## src/hw/rtl/bsa_pkg.sv

```systemverilog
`default_nettype none
// ---------------------------------------------------------------------------
// bsa_pkg: shared types and constants for the bitmap slot allocator
// Request and response payloads, status codes and sizing constants.
// ---------------------------------------------------------------------------
package bsa_pkg;

   // sizing
   localparam int SLOTS_PER_GROUP = 16;
   localparam int NUM_GROUPS      = 64;
   localparam int GROUP_W         = 6;
   localparam int SLOT_W          = 4;
   localparam int CFG_W           = 7;
   localparam int GROUP_IDX_W     = $clog2(NUM_GROUPS);

   // active group count after reset
   localparam logic [CFG_W-1:0] ACTIVE_RESET = CFG_W'(64);

   // request commands
   localparam logic CMD_ALLOC = 1'b0;
   localparam logic CMD_FREE  = 1'b1;

   typedef enum logic [1:0] {
      STATUS_SUCCESS = 2'd0,
      STATUS_FULL    = 2'd1,
      STATUS_UNKNOWN = 2'd2
   } status_type;

   typedef struct packed {
      logic              command;
      logic [GROUP_W-1:0] group_in;
      logic [SLOT_W-1:0]  slot_in;
   } req_type;

   typedef struct packed {
      status_type         status;
      logic [GROUP_W-1:0] group_out;
      logic [SLOT_W-1:0]  slot_out;
   } rsp_type;

endpackage
`default_nettype wire

```

## src/hw/rtl/bsa_ram.sv

```systemverilog
`default_nettype none
// ---------------------------------------------------------------------------
// bsa_ram: generic simple dual port ram
// One write port, one read port with registered read data.
// ---------------------------------------------------------------------------
module bsa_ram #(
   parameter int WIDTH = 16,
   parameter int DEPTH = 64
) (
   input  wire logic                     clock,
   input  wire logic                     wr_en,
   input  wire logic [$clog2(DEPTH)-1:0] wr_addr,
   input  wire logic [WIDTH-1:0]         wr_data,
   input  wire logic                     rd_en,
   input  wire logic [$clog2(DEPTH)-1:0] rd_addr,
   output logic      [WIDTH-1:0]         rd_data
);

   logic [WIDTH-1:0] mem_ff [DEPTH];

   // write port and registered read port
   always_ff @(posedge clock) begin
      if (wr_en) begin
         mem_ff[wr_addr] <= wr_data;
      end
      if (rd_en) begin
         rd_data <= mem_ff[rd_addr];
      end
   end

endmodule
`default_nettype wire

```

## src/hw/rtl/bitmap_slot_allocator_core.sv

```systemverilog
`default_nettype none
// ---------------------------------------------------------------------------
// bitmap_slot_allocator_core: first-fit slot allocator over group bitmaps
// Allocate takes the lowest free slot of the first active group with room;
// free clears a named slot of an active group.
// ---------------------------------------------------------------------------
// Usage:
//   req channel (req_valid/req_ready/req_data) carries one request: allocate
//   or free of a group/slot. rsp channel returns exactly one response per
//   request with status, group and slot. csr channel writes active_groups;
//   it is always ready and should only be written while the block is idle.
// Sequence:
//   req_ready returns in the same cycle in which rsp_valid rises when the
//   output register is free. An allocate reads groups in order from group 0
//   and stops at the first one with room; a scan over full groups runs up to
//   active_groups. The occupancy ram is scanned one group per cycle through
//   its single registered read port. A free reads, modifies and writes back,
//   then responds; an unknown group responds without a ram access.
//   One request is in work at a time; req_ready is high only when idle.
// Reset:
//   synchronous active high reset clears all per-group valid bits, so every
//   slot reads as free; active_groups returns to 64.
// Stall:
//   a held response sits in the output register; the next request is still
//   accepted and its result waits in a hold state until the output drains.
// ---------------------------------------------------------------------------
module bitmap_slot_allocator_core
   import bsa_pkg::*;
(
   input  wire logic             clock,
   input  wire logic             reset,
   input  wire logic             req_valid,
   output logic                  req_ready,
   input  wire req_type          req_data,
   output logic                  rsp_valid,
   input  wire logic             rsp_ready,
   output rsp_type               rsp_data,
   input  wire logic             csr_valid,
   output logic                  csr_ready,
   input  wire logic [CFG_W-1:0] csr_data
);

   typedef enum logic [1:0] {
      ST_IDLE,
      ST_SCAN,
      ST_FREE_WR,
      ST_HOLD
   } state_type;

   localparam logic [SLOTS_PER_GROUP-1:0] FULL_MAP = '1;
   localparam logic [CFG_W-1:0]           MAX_ACTIVE = CFG_W'(NUM_GROUPS);

   state_type                  state_ff, state_in;
   logic                       rsp_valid_ff, rsp_valid_in;
   rsp_type                    rsp_data_ff, rsp_data_in;
   rsp_type                    res_ff, res_in;
   req_type                    req_ff, req_in;
   logic [CFG_W-1:0]           active_ff, active_in;
   logic [CFG_W-1:0]           issue_ff, issue_in;
   logic [CFG_W-1:0]           chk_ff, chk_in;
   logic                       pend_ff, pend_in;
   logic                       rd_vld_ff, rd_vld_in;
   logic [NUM_GROUPS-1:0]      valid_ff, valid_in;

   logic [CFG_W-1:0]           eff_active;
   logic                       ram_wr_en;
   logic [GROUP_IDX_W-1:0]     ram_wr_addr;
   logic [SLOTS_PER_GROUP-1:0] ram_wr_data;
   logic                       ram_rd_en;
   logic [GROUP_IDX_W-1:0]     ram_rd_addr;
   logic [SLOTS_PER_GROUP-1:0] ram_rd_data;
   logic [SLOTS_PER_GROUP-1:0] cur_map;
   logic [SLOT_W-1:0]          free_slot;

   // occupancy bitmaps
   bsa_ram #(
      .WIDTH(SLOTS_PER_GROUP),
      .DEPTH(NUM_GROUPS)
   ) u_occ_ram (
      .clock   (clock),
      .wr_en   (ram_wr_en),
      .wr_addr (ram_wr_addr),
      .wr_data (ram_wr_data),
      .rd_en   (ram_rd_en),
      .rd_addr (ram_rd_addr),
      .rd_data (ram_rd_data)
   );

   // clamp active count to the number of groups
   assign eff_active = (active_ff > MAX_ACTIVE) ? MAX_ACTIVE : active_ff;

   // entry never written reads as all free
   assign cur_map = rd_vld_ff ? ram_rd_data : '0;

   // lowest clear bit of the current bitmap
   always_comb begin
      free_slot = '0;
      for (int s = SLOTS_PER_GROUP - 1; s >= 0; s--) begin
         if (!cur_map[s]) begin
            free_slot = SLOT_W'(s);
         end
      end
   end

   assign req_ready = (state_ff == ST_IDLE);
   assign csr_ready = 1'b1;
   assign rsp_valid = rsp_valid_ff;
   assign rsp_data  = rsp_data_ff;

   // sequencer next state
   always_comb begin
      state_in     = state_ff;
      rsp_valid_in = rsp_valid_ff;
      rsp_data_in  = rsp_data_ff;
      res_in       = res_ff;
      req_in       = req_ff;
      active_in    = active_ff;
      issue_in     = issue_ff;
      chk_in       = chk_ff;
      pend_in      = pend_ff;
      rd_vld_in    = rd_vld_ff;
      valid_in     = valid_ff;
      ram_wr_en    = 1'b0;
      ram_wr_addr  = chk_ff[GROUP_IDX_W-1:0];
      ram_wr_data  = '0;
      ram_rd_en    = 1'b0;
      ram_rd_addr  = issue_ff[GROUP_IDX_W-1:0];

      // output register drains
      if (rsp_valid_ff && rsp_ready) begin
         rsp_valid_in = 1'b0;
      end

      // configuration write
      if (csr_valid) begin
         active_in = csr_data;
      end

      case (state_ff)
         ST_IDLE: begin
            if (req_valid) begin
               req_in = req_data;
               if (req_data.command == CMD_FREE) begin
                  if ({1'b0, req_data.group_in} >= eff_active) begin
                     res_in   = '{status: STATUS_UNKNOWN, group_out: '0, slot_out: '0};
                     state_in = ST_HOLD;
                  end else begin
                     ram_rd_en   = 1'b1;
                     ram_rd_addr = req_data.group_in[GROUP_IDX_W-1:0];
                     state_in    = ST_FREE_WR;
                  end
               end else begin
                  issue_in = '0;
                  pend_in  = 1'b0;
                  state_in = ST_SCAN;
               end
            end
         end
         ST_SCAN: begin
            if (pend_ff && (cur_map != FULL_MAP)) begin
               // first group with room: take the slot
               ram_wr_en   = 1'b1;
               ram_wr_addr = chk_ff[GROUP_IDX_W-1:0];
               ram_wr_data = cur_map | (SLOTS_PER_GROUP'(1) << free_slot);
               valid_in[chk_ff[GROUP_IDX_W-1:0]] = 1'b1;
               res_in   = '{status: STATUS_SUCCESS, group_out: GROUP_W'(chk_ff),
                            slot_out: free_slot};
               state_in = ST_HOLD;
            end else if (!pend_ff && (issue_ff >= eff_active)) begin
               // every active group checked and full
               res_in   = '{status: STATUS_FULL, group_out: '0, slot_out: '0};
               state_in = ST_HOLD;
            end else begin
               // read next group while checking the previous one
               ram_rd_en   = (issue_ff < eff_active);
               ram_rd_addr = issue_ff[GROUP_IDX_W-1:0];
               chk_in      = issue_ff;
               pend_in     = ram_rd_en;
               if (ram_rd_en) begin
                  issue_in = issue_ff + CFG_W'(1);
               end
            end
         end
         ST_FREE_WR: begin
            if (int'(req_ff.slot_in) < SLOTS_PER_GROUP) begin
               ram_wr_en   = 1'b1;
               ram_wr_addr = req_ff.group_in[GROUP_IDX_W-1:0];
               ram_wr_data = cur_map & ~(SLOTS_PER_GROUP'(1) << req_ff.slot_in);
               valid_in[req_ff.group_in[GROUP_IDX_W-1:0]] = 1'b1;
            end
            res_in   = '{status: STATUS_SUCCESS, group_out: '0, slot_out: '0};
            state_in = ST_HOLD;
         end
         ST_HOLD: begin
            if (!rsp_valid_ff || rsp_ready) begin
               rsp_valid_in = 1'b1;
               rsp_data_in  = res_ff;
               state_in     = ST_IDLE;
            end
         end
         default: begin
            state_in = ST_IDLE;
         end
      endcase

      // valid bit travels with the ram read
      if (ram_rd_en) begin
         rd_vld_in = valid_ff[ram_rd_addr];
      end
   end

   // state and registered outputs
   always_ff @(posedge clock) begin
      if (reset) begin
         state_ff     <= ST_IDLE;
         rsp_valid_ff <= 1'b0;
         active_ff    <= ACTIVE_RESET;
         pend_ff      <= 1'b0;
         rd_vld_ff    <= 1'b0;
         valid_ff     <= '0;
      end else begin
         state_ff     <= state_in;
         rsp_valid_ff <= rsp_valid_in;
         active_ff    <= active_in;
         pend_ff      <= pend_in;
         rd_vld_ff    <= rd_vld_in;
         valid_ff     <= valid_in;
      end
      rsp_data_ff <= rsp_data_in;
      res_ff      <= res_in;
      req_ff      <= req_in;
      issue_ff    <= issue_in;
      chk_ff      <= chk_in;
   end

`ifndef ASSERT_OFF
   // ram is written only while scanning or finishing a free
   a_wr_state: assert property (@(posedge clock) disable iff (reset)
      ram_wr_en |-> (state_ff == ST_SCAN || state_ff == ST_FREE_WR))
      else $error("occupancy write outside scan or free");

   // a checked group is always inside the active range
   a_chk_range: assert property (@(posedge clock) disable iff (reset)
      (state_ff == ST_SCAN && pend_ff) |-> (chk_ff < eff_active))
      else $error("scan checked a group outside the active range");

   // an accepted request leaves idle
   a_accept_busy: assert property (@(posedge clock) disable iff (reset)
      (req_valid && req_ready) |=> (state_ff != ST_IDLE))
      else $error("request accepted but sequencer stayed idle");

   // failed responses carry zero group and slot
   a_err_zero: assert property (@(posedge clock) disable iff (reset)
      (rsp_valid_ff && rsp_data_ff.status != STATUS_SUCCESS) |->
         (rsp_data_ff.group_out == '0 && rsp_data_ff.slot_out == '0))
      else $error("error response with nonzero group or slot");
`endif

endmodule
`default_nettype wire

```

## config.mk

```make
export PLATFORM = sky130hd
export DESIGN_NAME = bitmap_slot_allocator_core
export DESIGN_NICKNAME = d
export VERILOG_FILES = /design/src/hw/rtl/bsa_pkg.sv /design/src/hw/rtl/bsa_ram.sv /design/src/hw/rtl/bitmap_slot_allocator_core.sv
export SDC_FILE = /design/constraint.sdc
export NUM_CORES = 2
export LEC_CHECK = 0
export BUFFER_PORTS_ARGS = -buffer_cell sky130_fd_sc_hd__buf_2
export CORE_AREA = 10 10 376 378
export DETAILED_ROUTE_END_ITERATION = 6
export DIE_AREA = 0 0 386 388
export PLACE_DENSITY = 0.46
export SLEW_MARGIN = 10
export SYNTH_ARGS = -nofsm -noshare
export SYNTH_HDL_FRONTEND = slang
export SYNTH_SLANG_ARGS = --single-unit
```

## constraint.sdc

```tcl
create_clock -name clock -period 14 [get_ports clock]
set_clock_uncertainty 0.1 [all_clocks]
set_input_delay 0.7 -clock clock [delete_from_list [all_inputs] [get_ports clock]]
set_output_delay 0.7 -clock clock [all_outputs]
set_load 0.05 [all_outputs]
```

==> flow_summary.ini <==
[yosys]
syn-cell-area_um2 = 46500
synthArstFlopShare = 0
ys_seq_area_frac = 0.734
netlist_instances = 3372
synth_area_per_cell_um2 = 13.8
synth.distinct_cells = 70
yosys_most_used_dff = edfxtp_1
synth-edff-count = 1087
ys_warn_count = 0
synth_nets = 3413
ys_seq_elements = 1163

[worst_setup_path]
crit_family = buffers and inverters
crit_slowest_cell = buf_4
r2r_start = active_ff[6]
crit_type = reg -> reg
cp_max_fo = 63
crit_path_end_kind = flop
start_kind = flop
worstPathCellList = inv_1 > nand2_1 > ha_1 > a211oi_1 > o32a_2 > nand3_1 > nand2_4 > buf_4 > buf_4 > buf_4 > mux2i_1 > a32oi_1 > nand4_1 > a221oi_1 > a211o_1
slowest_delay_ns = 0.87
crit_top_cell = buf_4
cp.arrival_ns = 7.44
crit_buf_inv = 4
crit_start = active_ff[6]
crit_required_ns = 14.41

[worst_hold_path]
hp-start = req_data[4]
hold_path_class = in -> reg

[clocking]
cts_resized = 0
cts_tree = built
cts_buffers = 132
htreeDepth = 4
clk_latency_ns = 0.77
numClockSinks = 1163
cts_buffer_depth = 3
cts-root-buf = clkbuf_16
clk_pin_slew_ns = 0.06

[layout]
final_nets = 3538
final_layout_size_suffix_gt1_frac = 0.118
stdcell_area_um2 = 53600
area_growth_pct = 15.2

[grt]
grt_max_degree = 129
grt_pass1_wl_um = 212000
grt-ovfl-total = 0
grt_pass1_vias = 28000
antenna_found_initial = 3
grtUsageTotal = 0.195

[power]
pwr_density_cell_nw_per_um2 = 200
switching_share = 0.373
leakage_nw = 16.7
p_int_mw = 6.71
vdd_drop_max_uv = 191
power_mw = 10.7
pwr-share-seq = 0.380
comb_power_share = 0.315
switching_power_mw = 3.99
pwr-share-clk = 0.305

[drt]
drcViolationCount = 0
wire_per_inst_um = 27.9
ant_nets = 0
finalWirelength_um = 150000
routed_via_density = 5.52
vias = 29600
drtIter0Drc = 3260
drt_pass1_iterations = 6

[placement]
io_buffer_count = 36
place_ws_ns = 6.78
dp_hpwl_um = 88300
dpl_cell_area_um2 = 49500
place.gp.congestion = 0.830

[timing]
hold_ws_ns = 0.0554
max_freq_mhz = 142
drv_slew = 0
post-route-min-period_ns = 7.02
worstMarginPinSlew_ns = 1.35
finalSetupTns_ns = 0
max_slew_margin = 0.0949
final-hold-violation-count = 0
fin_crit_sh = 0.502
grt_setup_unrepaired = false
setup_violations = 0
fin_ws_ns = 6.98

[status]
status = finished clean

[floorplan]
rows = 134
io_pins = 38
coreArea_um2 = 133000
start_util = 0.349
die_y_um = 388
dieArea_um2 = 150000
fp.dieW_um = 386

[run]
max-cap-violations = 0
==> registers in the layout, indices dropped and copies added, names as in the netlist <==
signal and cells:
u_occ_ram.mem_ff 1024, valid_ff 64, u_occ_ram.rd_data 16, res_ff 12
rsp_data 12, req_ff 10, active_ff 7, issue_ff 7
chk_ff 6, state_ff 2, pend_ff 1, rd_vld_ff 1
rsp_valid 1
==> final cells by class <==
cell class                 count  area [um2]
clock inverter                66         468
multi-input combinational   2002       11800
antenna                        4        10.0
fill                       12400       79700
sequential                  1163       34200
clock buffer                 166        3550
inverter                      19        71.3
timing repair buffer         179        1300
tap                         1768        2210
==> worst register-to-register path: stages, from the launching register on <==
cell	delay, ns
dfxtp_1	0.36
inv_1	0.18
nand2_1	0.11
ha_1	0.29
a211oi_1	0.45
o32a_2	0.30
nand3_1	0.83
nand2_4	0.73
buf_4	0.60
buf_4	0.84
buf_4	0.92
mux2i_1	0.37
a32oi_1	0.12
nand4_1	0.14
a221oi_1	0.08
a211o_1	0.35
==> cells in the final DEF, fill, tap and decap left out, drive strengths merged, types with 76 or more instances in the layout <==
master	synthesis	final
mux2i	184	184
nor2	240	240
nand2	664	664
a31oi	89	89
clkbuf	76	166
edfxtp	1087	1087
dfxtp	76	76
nand3	140	140
buf	112	175
a21oi	144	144
==> stage by stage <==
| stage | util | cells |
|---|---|---|
| final | 0.402 | 5367 |
| after global routing | 0.402 | 5363 |
| after CTS | 0.402 | 5363 |
| after detailed placement | 0.372 | 5127 |
| after global placement | 0.372 | 5127 |
| after floorplan | - | 3372 |
==> power groups by stage <==
| stage | registers [mW] | clock network (mW) | logic, mW |
|---|---|---|---|
| 2_1_floorplan | 4.04 | 0 | 2.00 |
| 3_3_place_gp | 4.13 | 0 | 3.37 |
| 3_5_place_dp | 4.13 | 0 | 3.37 |
| 4_1_cts | 4.06 | 3.34 | 3.38 |
| 5_1_grt | 4.07 | 3.48 | 3.59 |
| 6_report | 4.07 | 3.27 | 3.37 |
==> final timing paths <==
check                         end  slack, ns  cells past startpoint
max          u_occ_ram.rd_data[0]       6.98                     15
min                     req_ff[4]       0.06                      1
max reg2reg  u_occ_ram.rd_data[0]       6.98                     15
min reg2reg           rsp_data[9]       0.32                      0
==> synth_stat cells, types with 60 or more instances <==
master    instances  area share
a21oi_1         144       0.015
a31oi_1          89       0.012
a32oi_1          61       0.011
and3_1           60      0.0081
buf_2            87      0.0094
clkbuf_1         76      0.0061
dfxtp_1          76       0.033
edfxtp_1       1087        0.70
mux2i_1         183       0.039
nand2_1         662       0.053
nand3_1         140       0.015
nor2_1          238       0.019
==> metal layers <==
metal / vias up / track usage / wire (um)
met5: - / 0 / 0
met4: 0 / 0.0577 / 3870
met3: 188 / 0.0315 / 9570
met2: 1061 / 0.296 / 67900
met1: 15300 / 0.284 / 68300
li1: 13100 / - / -
==> kinds of logic (layout without fill, tap and decap cells) <==
family | Yosys count | after routing | share of synthesized area
adder cells (fa/ha/maj) | 18 | 18 | 0.00484
XOR/XNOR | 5 | 5 | 0.000941
buffers and inverters | 207 | 430 | 0.0198
multiplexers | 200 | 200 | 0.0465
other | 1 | 5 | 0.0000806
AO/OA/AOI/OAI | 548 | 548 | 0.0794
flip-flops | 1163 | 1163 | 0.734
AND/OR/NAND/NOR | 1230 | 1230 | 0.114
==> timing repair <==
item / in CTS / in global routing
hold endpoints to repair: 4 / 0
setup buffers: 0 / 0
hold buffers: 4 / 0
(Power assumes the default switching activity.)
